`src/sv/bcpa_pkg.sv`:
```
// Shared constants, codes and types of the conductivity probe averager.
package bcpa_pkg;

	localparam int ADC_W   = 10;
	localparam int SER_W   = 20;
	localparam int CAL_W   = 32;
	localparam int AVG_W   = 8;
	localparam int CFG_W   = 32;
	localparam int IDX_W   = 2;
	localparam int RES_W   = 32;
	localparam int SUM_W   = 40;
	localparam int SCALE_W = 11;
	localparam int PROD_W  = CAL_W + SCALE_W;
	localparam int DIV_W   = PROD_W + 1;
	localparam int DVS_W   = RES_W;

	localparam int DEF_ADC_BITS = 10;
	localparam int DEF_MAX_AVG  = 255;

	localparam logic [SCALE_W-1:0] EC_SCALE     = 11'd1600;
	localparam logic [SER_W-1:0]   SERIES_R_RST = 20'd5229;
	localparam logic [CAL_W-1:0]   CAL_RST      = 32'd1384000;
	localparam logic [AVG_W-1:0]   AVG_RST      = 8'd100;
	localparam logic [RES_W-1:0]   RES_MAX      = '1;

	typedef enum logic [IDX_W-1:0] {
		REG_SERIES_R = 2'd0,
		REG_CAL      = 2'd1,
		REG_AVG      = 2'd2
	} reg_idx_t;

	typedef enum logic [3:0] {
		OP_NONE,
		OP_TAKE,
		OP_MUL_SAMPLE,
		OP_BAD_SAMPLE,
		OP_DIV_START,
		OP_DIV_STORE,
		OP_MEAN,
		OP_MUL_CAL,
		OP_EC_ZERO,
		OP_EMIT
	} dp_op_t;

	typedef enum logic [2:0] {
		SEL_SAMPLE,
		SEL_AVG_T,
		SEL_AVG_B,
		SEL_EC_T,
		SEL_EC_B,
		SEL_EC_M
	} div_sel_t;

	typedef struct packed {
		dp_op_t   op;
		div_sel_t sel;
	} cmd_t;

	typedef struct packed {
		logic full;
		logic bad;
		logic both_full;
		logic div_done;
		logic rt_zero;
		logic rb_zero;
		logic rm_zero;
		logic out_free;
	} status_t;

	typedef enum logic [4:0] {
		ST_IDLE,
		ST_CHECK,
		ST_S_START,
		ST_S_WAIT,
		ST_WIN_CHK,
		ST_AT_START,
		ST_AT_WAIT,
		ST_AB_START,
		ST_AB_WAIT,
		ST_MEAN,
		ST_CAL,
		ST_ET_START,
		ST_ET_WAIT,
		ST_EB_START,
		ST_EB_WAIT,
		ST_EM_START,
		ST_EM_WAIT,
		ST_OUT
	} state_t;

endpackage

```
`src/sv/bcpa_div.sv`:
```
// Radix-2 restoring divider, one quotient bit per cycle.
module bcpa_div import bcpa_pkg::*; (
	input  logic             clk,
	input  logic             arst_n,
	input  logic             start,
	input  logic [DIV_W-1:0] dividend,
	input  logic [DVS_W-1:0] divisor,
	output logic             done,
	output logic [DIV_W-1:0] quotient
);

	localparam int CNT_W = $clog2(DIV_W + 1);

	logic [DIV_W-1:0] quo_q;
	logic [DVS_W-1:0] rem_q;
	logic [DVS_W-1:0] dvs_q;
	logic [CNT_W-1:0] cnt_q;
	logic             busy_q;
	logic             done_q;
	logic [DVS_W:0]   trial;
	logic [DVS_W:0]   diff;
	logic             fits;

	// The dividend shifts out of the top of quo_q while quotient bits enter below.
	always_comb begin
		trial = {rem_q, quo_q[DIV_W-1]};
		diff  = trial - {1'b0, dvs_q};
		fits  = trial >= {1'b0, dvs_q};
	end

	always_ff @(posedge clk or negedge arst_n) begin
		if (!arst_n) begin
			busy_q <= 1'b0;
			cnt_q  <= '0;
			done_q <= 1'b0;
		end else begin
			done_q <= busy_q && (cnt_q == CNT_W'(1)) && !start;
			if (start) begin
				busy_q <= 1'b1;
				cnt_q  <= CNT_W'(DIV_W);
			end else if (busy_q) begin
				cnt_q <= cnt_q - CNT_W'(1);
				if (cnt_q == CNT_W'(1)) begin
					busy_q <= 1'b0;
				end
			end
		end
	end

	always_ff @(posedge clk) begin
		if (start) begin
			quo_q <= dividend;
			rem_q <= '0;
			dvs_q <= divisor;
		end else if (busy_q) begin
			quo_q <= {quo_q[DIV_W-2:0], fits};
			rem_q <= fits ? diff[DVS_W-1:0] : trial[DVS_W-1:0];
		end
	end

	assign done     = done_q;
	assign quotient = quo_q;

endmodule

```
`src/sv/bcpa_dp.sv`:
```
// Datapath: configuration, sample arithmetic, accumulators and result registers.
module bcpa_dp import bcpa_pkg::*; #(
	parameter int ADC_BITS = DEF_ADC_BITS,
	parameter int MAX_AVG  = DEF_MAX_AVG
) (
	input  logic             clk,
	input  logic             arst_n,
	input  logic             cfg_we,
	input  logic [IDX_W-1:0] cfg_index,
	input  logic [CFG_W-1:0] cfg_data,
	input  cmd_t             ctl,
	output status_t          sts,
	input  logic             cmd,
	input  logic [ADC_W-1:0] v1_sense,
	input  logic [ADC_W-1:0] v2_sense,
	input  logic [ADC_W-1:0] v_read,
	output logic             out_valid,
	input  logic             out_ready,
	output logic [RES_W-1:0] ec_top,
	output logic [RES_W-1:0] ec_bottom,
	output logic [RES_W-1:0] ec_mean,
	output logic [RES_W-1:0] r_mean,
	output logic             fault
);

	localparam int AW = (ADC_BITS < ADC_W) ? ADC_BITS : ADC_W;
	localparam int SW = AW + 1;

	logic [SER_W-1:0] series_q;
	logic [CAL_W-1:0] cal_q;
	logic [AVG_W-1:0] avg_q;

	logic [SUM_W-1:0] sum_t_q, sum_b_q;
	logic [AVG_W-1:0] cnt_t_q, cnt_b_q;
	logic             fault_q;
	logic             out_valid_q;

	logic                pol_q;
	logic signed [SW-1:0] num_q, den_q;
	logic [AVG_W-1:0]    n_q;
	logic [PROD_W-1:0]   prod_q;
	logic [RES_W-1:0]    rt_q, rb_q, rm_q;
	logic [RES_W-1:0]    ect_q, ecb_q, ecm_q;
	logic [RES_W-1:0]    out_ect_q, out_ecb_q, out_ecm_q, out_rm_q;
	logic                out_fault_q;

	logic signed [SW-1:0] sv1, sv2, svr, raw_num, raw_den, fix_num, fix_den;
	logic [AVG_W-1:0]     n_clamp;
	logic [SER_W+AW-1:0]  smul;
	logic [PROD_W-1:0]    cmul;
	logic [DIV_W-1:0]     dvd;
	logic [DVS_W-1:0]     dvs;
	logic                 div_start;
	logic                 div_done;
	logic [DIV_W-1:0]     quot;
	logic [RES_W-1:0]     q_sat;
	logic [RES_W:0]       rsum;

	// Sign arrangement of the sample: a negative denominator flips both terms.
	always_comb begin
		sv1     = $signed({1'b0, v1_sense[AW-1:0]});
		sv2     = $signed({1'b0, v2_sense[AW-1:0]});
		svr     = $signed({1'b0, v_read[AW-1:0]});
		raw_num = cmd ? (sv2 - svr) : (svr - sv2);
		raw_den = cmd ? (svr - sv1) : (sv1 - svr);
		fix_num = raw_den[SW-1] ? -raw_num : raw_num;
		fix_den = raw_den[SW-1] ? -raw_den : raw_den;
		if (avg_q == '0) begin
			n_clamp = AVG_W'(1);
		end else if (avg_q > AVG_W'(MAX_AVG)) begin
			n_clamp = AVG_W'(MAX_AVG);
		end else begin
			n_clamp = avg_q;
		end
	end

	assign smul = series_q * num_q[AW-1:0];
	assign cmul = cal_q * EC_SCALE;
	assign rsum = {1'b0, rt_q} + {1'b0, rb_q} + (RES_W+1)'(1);

	always_comb begin
		case (ctl.sel)
			SEL_SAMPLE: begin
				dvd = DIV_W'(prod_q) + DIV_W'(den_q[AW-1:0] >> 1);
				dvs = DVS_W'(den_q[AW-1:0]);
			end
			SEL_AVG_T: begin
				dvd = DIV_W'(sum_t_q) + DIV_W'(n_q >> 1);
				dvs = DVS_W'(n_q);
			end
			SEL_AVG_B: begin
				dvd = DIV_W'(sum_b_q) + DIV_W'(n_q >> 1);
				dvs = DVS_W'(n_q);
			end
			SEL_EC_T: begin
				dvd = DIV_W'(prod_q) + DIV_W'(rt_q >> 1);
				dvs = rt_q;
			end
			SEL_EC_B: begin
				dvd = DIV_W'(prod_q) + DIV_W'(rb_q >> 1);
				dvs = rb_q;
			end
			SEL_EC_M: begin
				dvd = DIV_W'(prod_q) + DIV_W'(rm_q >> 1);
				dvs = rm_q;
			end
			default: begin
				dvd = '0;
				dvs = '0;
			end
		endcase
	end

	assign div_start = (ctl.op == OP_DIV_START);

	bcpa_div u_div (
		.clk      (clk),
		.arst_n   (arst_n),
		.start    (div_start),
		.dividend (dvd),
		.divisor  (dvs),
		.done     (div_done),
		.quotient (quot)
	);

	assign q_sat = (|quot[DIV_W-1:RES_W]) ? RES_MAX : quot[RES_W-1:0];

	// Configuration and window state.
	always_ff @(posedge clk or negedge arst_n) begin
		if (!arst_n) begin
			series_q    <= SERIES_R_RST;
			cal_q       <= CAL_RST;
			avg_q       <= AVG_RST;
			sum_t_q     <= '0;
			sum_b_q     <= '0;
			cnt_t_q     <= '0;
			cnt_b_q     <= '0;
			fault_q     <= 1'b0;
			out_valid_q <= 1'b0;
		end else begin
			if (cfg_we) begin
				case (cfg_index)
					REG_SERIES_R: series_q <= cfg_data[SER_W-1:0];
					REG_CAL:      cal_q    <= cfg_data[CAL_W-1:0];
					REG_AVG:      avg_q    <= cfg_data[AVG_W-1:0];
					default:      ;
				endcase
			end
			// A new word may replace one that is taken at the same edge.
			if (ctl.op == OP_EMIT) begin
				out_valid_q <= 1'b1;
			end else if (out_valid_q && out_ready) begin
				out_valid_q <= 1'b0;
			end
			case (ctl.op)
				OP_BAD_SAMPLE: begin
					fault_q <= 1'b1;
					if (pol_q) begin
						cnt_b_q <= cnt_b_q + AVG_W'(1);
					end else begin
						cnt_t_q <= cnt_t_q + AVG_W'(1);
					end
				end
				OP_DIV_STORE: begin
					if (ctl.sel == SEL_SAMPLE) begin
						if (pol_q) begin
							sum_b_q <= sum_b_q + SUM_W'(q_sat);
							cnt_b_q <= cnt_b_q + AVG_W'(1);
						end else begin
							sum_t_q <= sum_t_q + SUM_W'(q_sat);
							cnt_t_q <= cnt_t_q + AVG_W'(1);
						end
					end
				end
				OP_EC_ZERO: fault_q <= 1'b1;
				OP_EMIT: begin
					sum_t_q <= '0;
					sum_b_q <= '0;
					cnt_t_q <= '0;
					cnt_b_q <= '0;
					fault_q <= 1'b0;
				end
				default: ;
			endcase
		end
	end

	always_ff @(posedge clk) begin
		case (ctl.op)
			OP_TAKE: begin
				pol_q <= cmd;
				num_q <= fix_num;
				den_q <= fix_den;
				n_q   <= n_clamp;
			end
			OP_MUL_SAMPLE: prod_q <= PROD_W'(smul);
			OP_MUL_CAL:    prod_q <= cmul;
			OP_MEAN:       rm_q   <= rsum[RES_W:1];
			OP_DIV_STORE: begin
				case (ctl.sel)
					SEL_AVG_T: rt_q  <= q_sat;
					SEL_AVG_B: rb_q  <= q_sat;
					SEL_EC_T:  ect_q <= q_sat;
					SEL_EC_B:  ecb_q <= q_sat;
					SEL_EC_M:  ecm_q <= q_sat;
					default:   ;
				endcase
			end
			OP_EC_ZERO: begin
				case (ctl.sel)
					SEL_EC_T: ect_q <= RES_MAX;
					SEL_EC_B: ecb_q <= RES_MAX;
					SEL_EC_M: ecm_q <= RES_MAX;
					default:  ;
				endcase
			end
			OP_EMIT: begin
				out_ect_q   <= ect_q;
				out_ecb_q   <= ecb_q;
				out_ecm_q   <= ecm_q;
				out_rm_q    <= rm_q;
				out_fault_q <= fault_q;
			end
			default: ;
		endcase
	end

	always_comb begin
		sts.full      = pol_q ? (cnt_b_q >= n_q) : (cnt_t_q >= n_q);
		sts.bad       = (den_q == '0) || num_q[SW-1];
		sts.both_full = (cnt_t_q >= n_q) && (cnt_b_q >= n_q);
		sts.div_done  = div_done;
		sts.rt_zero   = (rt_q == '0);
		sts.rb_zero   = (rb_q == '0);
		sts.rm_zero   = (rm_q == '0);
		sts.out_free  = !out_valid_q || out_ready;
	end

	assign out_valid = out_valid_q;
	assign ec_top    = out_ect_q;
	assign ec_bottom = out_ecb_q;
	assign ec_mean   = out_ecm_q;
	assign r_mean    = out_rm_q;
	assign fault     = out_fault_q;

endmodule

```
`src/sv/bcpa_ctrl.sv`:
```
// Controller state machine that sequences the datapath and the shared divider.
module bcpa_ctrl import bcpa_pkg::*; (
	input  logic    clk,
	input  logic    arst_n,
	input  logic    in_valid,
	output logic    in_ready,
	input  status_t sts,
	output cmd_t    ctl
);

	state_t state_q, state_d;

	always_ff @(posedge clk or negedge arst_n) begin
		if (!arst_n) begin
			state_q <= ST_IDLE;
		end else begin
			state_q <= state_d;
		end
	end

	always_comb begin
		state_d = state_q;
		case (state_q)
			ST_IDLE:     if (in_valid) state_d = ST_CHECK;
			ST_CHECK:    state_d = (sts.full || sts.bad) ? ST_WIN_CHK : ST_S_START;
			ST_S_START:  state_d = ST_S_WAIT;
			ST_S_WAIT:   if (sts.div_done) state_d = ST_WIN_CHK;
			ST_WIN_CHK:  state_d = sts.both_full ? ST_AT_START : ST_IDLE;
			ST_AT_START: state_d = ST_AT_WAIT;
			ST_AT_WAIT:  if (sts.div_done) state_d = ST_AB_START;
			ST_AB_START: state_d = ST_AB_WAIT;
			ST_AB_WAIT:  if (sts.div_done) state_d = ST_MEAN;
			ST_MEAN:     state_d = ST_CAL;
			ST_CAL:      state_d = ST_ET_START;
			ST_ET_START: state_d = sts.rt_zero ? ST_EB_START : ST_ET_WAIT;
			ST_ET_WAIT:  if (sts.div_done) state_d = ST_EB_START;
			ST_EB_START: state_d = sts.rb_zero ? ST_EM_START : ST_EB_WAIT;
			ST_EB_WAIT:  if (sts.div_done) state_d = ST_EM_START;
			ST_EM_START: state_d = sts.rm_zero ? ST_OUT : ST_EM_WAIT;
			ST_EM_WAIT:  if (sts.div_done) state_d = ST_OUT;
			ST_OUT:      if (sts.out_free) state_d = ST_IDLE;
			default:     state_d = ST_IDLE;
		endcase
	end

	always_comb begin
		in_ready = 1'b0;
		ctl.op   = OP_NONE;
		ctl.sel  = SEL_SAMPLE;
		case (state_q)
			ST_IDLE: begin
				in_ready = 1'b1;
				if (in_valid) ctl.op = OP_TAKE;
			end
			ST_CHECK: begin
				if (sts.full) begin
					ctl.op = OP_NONE;
				end else if (sts.bad) begin
					ctl.op = OP_BAD_SAMPLE;
				end else begin
					ctl.op = OP_MUL_SAMPLE;
				end
			end
			ST_S_START: ctl.op = OP_DIV_START;
			ST_S_WAIT:  if (sts.div_done) ctl.op = OP_DIV_STORE;
			ST_AT_START: begin
				ctl.op  = OP_DIV_START;
				ctl.sel = SEL_AVG_T;
			end
			ST_AT_WAIT: begin
				ctl.sel = SEL_AVG_T;
				if (sts.div_done) ctl.op = OP_DIV_STORE;
			end
			ST_AB_START: begin
				ctl.op  = OP_DIV_START;
				ctl.sel = SEL_AVG_B;
			end
			ST_AB_WAIT: begin
				ctl.sel = SEL_AVG_B;
				if (sts.div_done) ctl.op = OP_DIV_STORE;
			end
			ST_MEAN: ctl.op = OP_MEAN;
			ST_CAL:  ctl.op = OP_MUL_CAL;
			ST_ET_START: begin
				ctl.sel = SEL_EC_T;
				ctl.op  = sts.rt_zero ? OP_EC_ZERO : OP_DIV_START;
			end
			ST_ET_WAIT: begin
				ctl.sel = SEL_EC_T;
				if (sts.div_done) ctl.op = OP_DIV_STORE;
			end
			ST_EB_START: begin
				ctl.sel = SEL_EC_B;
				ctl.op  = sts.rb_zero ? OP_EC_ZERO : OP_DIV_START;
			end
			ST_EB_WAIT: begin
				ctl.sel = SEL_EC_B;
				if (sts.div_done) ctl.op = OP_DIV_STORE;
			end
			ST_EM_START: begin
				ctl.sel = SEL_EC_M;
				ctl.op  = sts.rm_zero ? OP_EC_ZERO : OP_DIV_START;
			end
			ST_EM_WAIT: begin
				ctl.sel = SEL_EC_M;
				if (sts.div_done) ctl.op = OP_DIV_STORE;
			end
			ST_OUT: if (sts.out_free) ctl.op = OP_EMIT;
			default: ;
		endcase
	end

endmodule

```
`src/sv/bipolar_conductivity_probe_averager_core.sv`:
```
// Top level of the bipolar conductivity probe averager.
//
//   Channel  Handshake            Word contents
//   in       in_valid/in_ready    cmd, v1_sense, v2_sense, v_read
//   out      out_valid/out_ready  ec_top, ec_bottom, ec_mean, r_mean, fault
//   cfg      cfg_we               cfg_index, cfg_data (write only)
//
// A word that is accumulated makes one 44-step pass of the divider.
// A word that is ignored or clamped to zero skips the divider.
// The word that completes a window then makes up to five more divider passes.
// Every division but the halving for the mean runs through one shared radix-2 divider.
// Reset clears the accumulators, counts and fault flag and loads the register defaults.
// A waiting result holds in the output register; a new result stalls behind it and holds off new input.
module bipolar_conductivity_probe_averager_core import bcpa_pkg::*; #(
	parameter int ADC_BITS = DEF_ADC_BITS,
	parameter int MAX_AVG  = DEF_MAX_AVG
) (
	input  logic             clk,
	input  logic             arst_n,
	input  logic             cfg_we,
	input  logic [IDX_W-1:0] cfg_index,
	input  logic [CFG_W-1:0] cfg_data,
	input  logic             in_valid,
	output logic             in_ready,
	input  logic             cmd,
	input  logic [ADC_W-1:0] v1_sense,
	input  logic [ADC_W-1:0] v2_sense,
	input  logic [ADC_W-1:0] v_read,
	output logic             out_valid,
	input  logic             out_ready,
	output logic [RES_W-1:0] ec_top,
	output logic [RES_W-1:0] ec_bottom,
	output logic [RES_W-1:0] ec_mean,
	output logic [RES_W-1:0] r_mean,
	output logic             fault
);

	cmd_t    ctl;
	status_t sts;

	bcpa_ctrl u_ctrl (
		.clk      (clk),
		.arst_n   (arst_n),
		.in_valid (in_valid),
		.in_ready (in_ready),
		.sts      (sts),
		.ctl      (ctl)
	);

	bcpa_dp #(
		.ADC_BITS (ADC_BITS),
		.MAX_AVG  (MAX_AVG)
	) u_dp (
		.clk       (clk),
		.arst_n    (arst_n),
		.cfg_we    (cfg_we),
		.cfg_index (cfg_index),
		.cfg_data  (cfg_data),
		.ctl       (ctl),
		.sts       (sts),
		.cmd       (cmd),
		.v1_sense  (v1_sense),
		.v2_sense  (v2_sense),
		.v_read    (v_read),
		.out_valid (out_valid),
		.out_ready (out_ready),
		.ec_top    (ec_top),
		.ec_bottom (ec_bottom),
		.ec_mean   (ec_mean),
		.r_mean    (r_mean),
		.fault     (fault)
	);

endmodule

```
`config.mk`:
```
export PLATFORM = sky130hd
export DESIGN_NAME = bipolar_conductivity_probe_averager_core
export DESIGN_NICKNAME = d
export VERILOG_FILES = /design/src/sv/bcpa_pkg.sv /design/src/sv/bcpa_div.sv /design/src/sv/bcpa_dp.sv /design/src/sv/bcpa_ctrl.sv /design/src/sv/bipolar_conductivity_probe_averager_core.sv
export SDC_FILE = /design/constraint.sdc
export NUM_CORES = 2
export LEC_CHECK = 0
export BUFFER_PORTS_ARGS = -buffer_cell sky130_fd_sc_hd__buf_4
export CAP_MARGIN = 20
export CELL_PAD_IN_SITES_DETAIL_PLACEMENT = 1
export CELL_PAD_IN_SITES_GLOBAL_PLACEMENT = 2
export CORE_MARGIN = 2
export CORE_UTILIZATION = 42
export CTS_CLUSTER_SIZE = 10
export DETAILED_ROUTE_END_ITERATION = 10
export GPL_TIMING_DRIVEN = 0
export HOLD_SLACK_MARGIN = 0.03
export PLACE_DENSITY_LB_ADDON = 0.1
export SLEW_MARGIN = 20
export SYNTH_ARGS = -nofsm -noshare
export SYNTH_HDL_FRONTEND = slang
export SYNTH_SLANG_ARGS = --single-unit
```
`constraint.sdc`:
```
create_clock -name clk -period 6.5 [get_ports clk]
set_clock_uncertainty 0.15 [all_clocks]
set_input_delay 0.65 -clock clk [delete_from_list [all_inputs] [get_ports clk]]
set_output_delay 0.65 -clock clk [all_outputs]
set_load 0.02 [all_outputs]
```
==> impl_summary.md <==
Place
The global placer's final weighted congestion is 0.907. The half-perimeter wire length after placement is around 130000 um. Port buffering added 200 buffers. The worst slack at placement is -949 ps. The placed cell count is about 6300.

Critical path
The launching instance or port of the critical path is u_ctrl.state_q[4]$_DFFE_PN0P_. The highest fanout seen on the critical path is 10. The critical path data arrival time is 6520 ps. The startpoint identified for the worst register-to-register timing path is u_ctrl.state_q[4]$_DFFE_PN0P_. The critical path class is reg -> reg. The critical path endpoint category is a register. The worst setup path is launched from a register. For the worst setup path, the data required time is about 6800 ps.

Yosys
The largest area contributor in the netlist is sky130_fd_sc_hd__edfxtp_1. The top cell type's share of synthesized area is between 30% and 40%. The sequential-to-total area share from yosys stat is 40.8%. In this run, distinct cell masters in the synthesized netlist total 90. The number of cells produced by synthesis is 4602.

Yosys printed 0 warnings. After synthesis, the share of flip-flops with an asynchronous set or reset is 25.4%. Dividing the synthesized area by the synthesized cell count gives approximately 10 um^2. Ranked by total cell area, the synthesized netlist is headed by sky130_fd_sc_hd__edfxtp_1, sky130_fd_sc_hd__ha_1, sky130_fd_sc_hd__dfrtp_1, sky130_fd_sc_hd__fa_1, sky130_fd_sc_hd__nand2_1. The post-synth net total is ~5200. In this run, synthesis inferred about 470 flip-flops with an integrated enable.

In this run the cell area of the synthesized design comes to about 0.047 mm^2. In the synthesized netlist the dominant register cell turns out to be sky130_fd_sc_hd__edfxtp_1. The synthesis-stage register bit count is 674.

Floorplanning
The die area is between 0.1 and 0.15 mm^2. The core region is approximately 0.11 mm^2. The top-level port count is approximately 200.

The floorplan step set the die width to approximately 340 um. Row generation in the floorplan step produced about 120 rows. From bottom edge to top edge, the die measures 338 um. The initial standard-cell utilization of the core is ~42%.

Finish
The library cells used most frequently in the layout, excluding fill and tap cells, are sky130_fd_sc_hd__nand2_1, sky130_fd_sc_hd__edfxtp_1, sky130_fd_sc_hd__inv_1. The layout has 12300 filler cells. The commonest non-fill, non-tap cell in the layout is sky130_fd_sc_hd__nand2_1.

For this run, the number of standard cells in the final layout without fillers is between 6000 and 7000. Compared with the post-synthesis result, the final layout area differs by 14.5%. Of the cells placed in the final design, the portion with a size suffix greater than 1 is between 10% and 20%. For this run, the post-layout net count is 5554. The repair_antennas step left the layout with diodes totalling 0.

Timing
The number of setup violations in the final report is 0. The time the final worst path needs with I/O delays and setup is 6250 ps. The worst setup margin is approximately 250 ps. The part of the cycle the worst path needs is 96.2%.

Setup repair after global routing left no endpoint under its margin. The number of pins exceeding their max-slew limit in the final report was 0. The total count of hold-check failures in the final report is 0.

At the pin with the least slew margin, the transition time is around 1200 ps. Measured against its own limit, the worst slew margin works out to between 20 and 25%. The achievable clock frequency is 160 MHz.

Routing
The number of vias per cell is between 5 and 6. The wire length per cell after detailed routing is roughly 25 um. The routed length on met3 is about 7100 um. In the routed design, unresolved DRC markers number 0. The detailed router put a total of 73000 um of wire on met1.

The detailed router placed roughly 36000 vias in this run. The highest metal layer carrying signal wires in the routed design is met5. Before antenna repair, the detailed router went through 5 iterations. The first routing iteration left 2397 violations. The number of routed nets with antenna violations is 0.

The total routed wirelength is 163000 um. The met2 wirelength from detailed routing is just under 80000 um.

Global routing
The global router's overall resource usage is about 29%. The number of global-route vias before repair is 37600. The number of antenna violations at the first check in global routing is 5. The first global-routing pass estimated 243000 um of wire.

Entering global routing, the biggest net connects 84 pins. After global routing the overflow that remains totals 0.

Min path
The path class of the tightest hold or removal check is in -> reg. The worst hold path begins at cfg_data[26].

Power and ir drop
The power density of the placed cells is about 630 mW/mm^2. The worst IR drop on VDD is 0.000732 V. The total power draw is between 30000 and 40000 uW. Summed over all cells, the static leakage comes to between 0.02 and 0.025 uW.

Clock network
For this design, the sink count on the clock tree is about 670. The maximum count of clock buffers along a single path is 3. The total CTS buffers is 85.

The cell chosen for the clock root is sky130_fd_sc_hd__clkbuf_16. In this run the number of H-tree levels came out at 3. After clock tree synthesis, the clock-pin slew on the worst setup and hold paths is 60 ps.

The clock tree from TritonCTS is built. The worst-skew pair later-pin latency is about 690 ps.

Flow run
Max-cap violations in this run came to 0.

Outcome
The flow ran to the end, and the final reports show no timing, DRC or antenna violations.
through the flow:
step	cell area, um^2	TNS, ps	hold WS (ps)	utilization (%)
6_report	53600	0	66.2	48.5
2_1_floorplan	46800	0	204	-
3_3_place_gp	50200	-575540	251	45.3
4_1_cts	53400	0	33.0	48.3
5_1_grt	53600	0	34.0	48.5
3_5_place_dp	50600	-22470	256	45.8
cells in the mapped netlist (42+ instances only):
library cell,n
sky130_fd_sc_hd__a21o_1,131
sky130_fd_sc_hd__a21oi_1,272
sky130_fd_sc_hd__a31oi_1,54
sky130_fd_sc_hd__and2_1,112
sky130_fd_sc_hd__and3_1,44
sky130_fd_sc_hd__clkbuf_1,144
sky130_fd_sc_hd__dfrtp_1,153
sky130_fd_sc_hd__edfxtp_1,471
sky130_fd_sc_hd__fa_1,179
sky130_fd_sc_hd__ha_1,394
sky130_fd_sc_hd__inv_1,404
sky130_fd_sc_hd__mux2_2,63
sky130_fd_sc_hd__mux2i_1,62
sky130_fd_sc_hd__nand2_1,509
sky130_fd_sc_hd__nand2b_1,43
sky130_fd_sc_hd__nand3_1,89
sky130_fd_sc_hd__nand4_1,49
sky130_fd_sc_hd__nor2_1,241
sky130_fd_sc_hd__nor3_1,52
sky130_fd_sc_hd__nor4_1,47
sky130_fd_sc_hd__o21ai_0,191
sky130_fd_sc_hd__o31ai_1,42
sky130_fd_sc_hd__xnor2_1,167
sky130_fd_sc_hd__xor2_1,125
power by group:
group          switching, uW  total, uW  internal [uW]
sequential               903       7020           6110
clock                   2000       4710           2710
combinational          13500      22000           8500
total                  16400      33800          17300
path summary, 6_finish.rpt:
check / end / depth (start not counted) / slack, ps
max: u_dp.u_div.quotient[31]$_DFFE_PP_ / 19 / 250
max reg2reg: u_dp.u_div.quotient[31]$_DFFE_PP_ / 19 / 250
min in group asynchronous: u_ctrl.state_q[4]$_DFFE_PN0P_ / 2 / 260
min reg2reg: u_dp.ec_top[6]$_DFFE_PP_ / 0 / 270
max in group asynchronous: u_dp.sum_b_q[17]$_DFFE_PN0P_ / 3 / 5160
min: u_dp.cal_q[26]$_DFFE_PN0P_ / 2 / 70
final cells by class:
class	count	area (um^2)	share of cell area, %
Multi-Input combinational cell	3356	25800	48.1
Clock buffer	135	2400	4.47
Timing Repair Buffer	241	2000	3.74
Buffer	148	643	1.20
Sequential cell	674	19100	35.6
Inverter	405	1520	2.83
Tap cell	1488	1860	3.47
Clock inverter	22	335	0.625
layer usage:
metal | up-vias | track usage, %
met2 | 899 | 48.5
met4 | 2 | 7.58
met1 | 18400 | 38.7
met5 | - | 0
met3 | 199 | 3.06
li1 | 17000 | -
sequential cells by signal, indices dropped and copies added (netlist names), 40 cells and up:
name                 count
u_dp.prod_q             43
u_dp.sum_b_q            40
u_dp.sum_t_q            40
u_dp.u_div.quotient     44
kinds of logic after synthesis:
group           after synthesis  synth area share, %
simple gates               1343                 13.8
compound gates             1022                 14.3
flops                       674                 40.8
fa+ha+maj                   573                 18.2
buf+inv                     572                 4.64
xor+xnor                    292                 5.46
mux                         126                 2.87
what timing repair did:
item	4_1_cts	5_1_grt
setup buffers	0	12
pin swaps	0	6
setup endpoints to repair	45	33
hold buffers	4	0
resized for setup	35	51
endpoints found under the hold margin	39	0
worst max-delay path, stage by stage (launching register included):
cell	delay, ps
sky130_fd_sc_hd__dfrtp_1	420
sky130_fd_sc_hd__buf_2	350
sky130_fd_sc_hd__clkbuf_1	450
sky130_fd_sc_hd__nand2b_1	490
sky130_fd_sc_hd__o21ai_4	210
sky130_fd_sc_hd__clkbuf_2	280
sky130_fd_sc_hd__a22oi_1	520
sky130_fd_sc_hd__a31oi_1	210
sky130_fd_sc_hd__ha_1	370
sky130_fd_sc_hd__a211o_1	310
sky130_fd_sc_hd__o211ai_1	130
sky130_fd_sc_hd__o21ai_0	190
sky130_fd_sc_hd__a21oi_1	280
sky130_fd_sc_hd__o211ai_1	210
sky130_fd_sc_hd__a41o_1	330
sky130_fd_sc_hd__a2111oi_4	290
sky130_fd_sc_hd__buf_4	240
sky130_fd_sc_hd__nor2_1	80
sky130_fd_sc_hd__xnor2_1	290
sky130_fd_sc_hd__o221ai_1	180
Power figures use the tool's default switching activity.
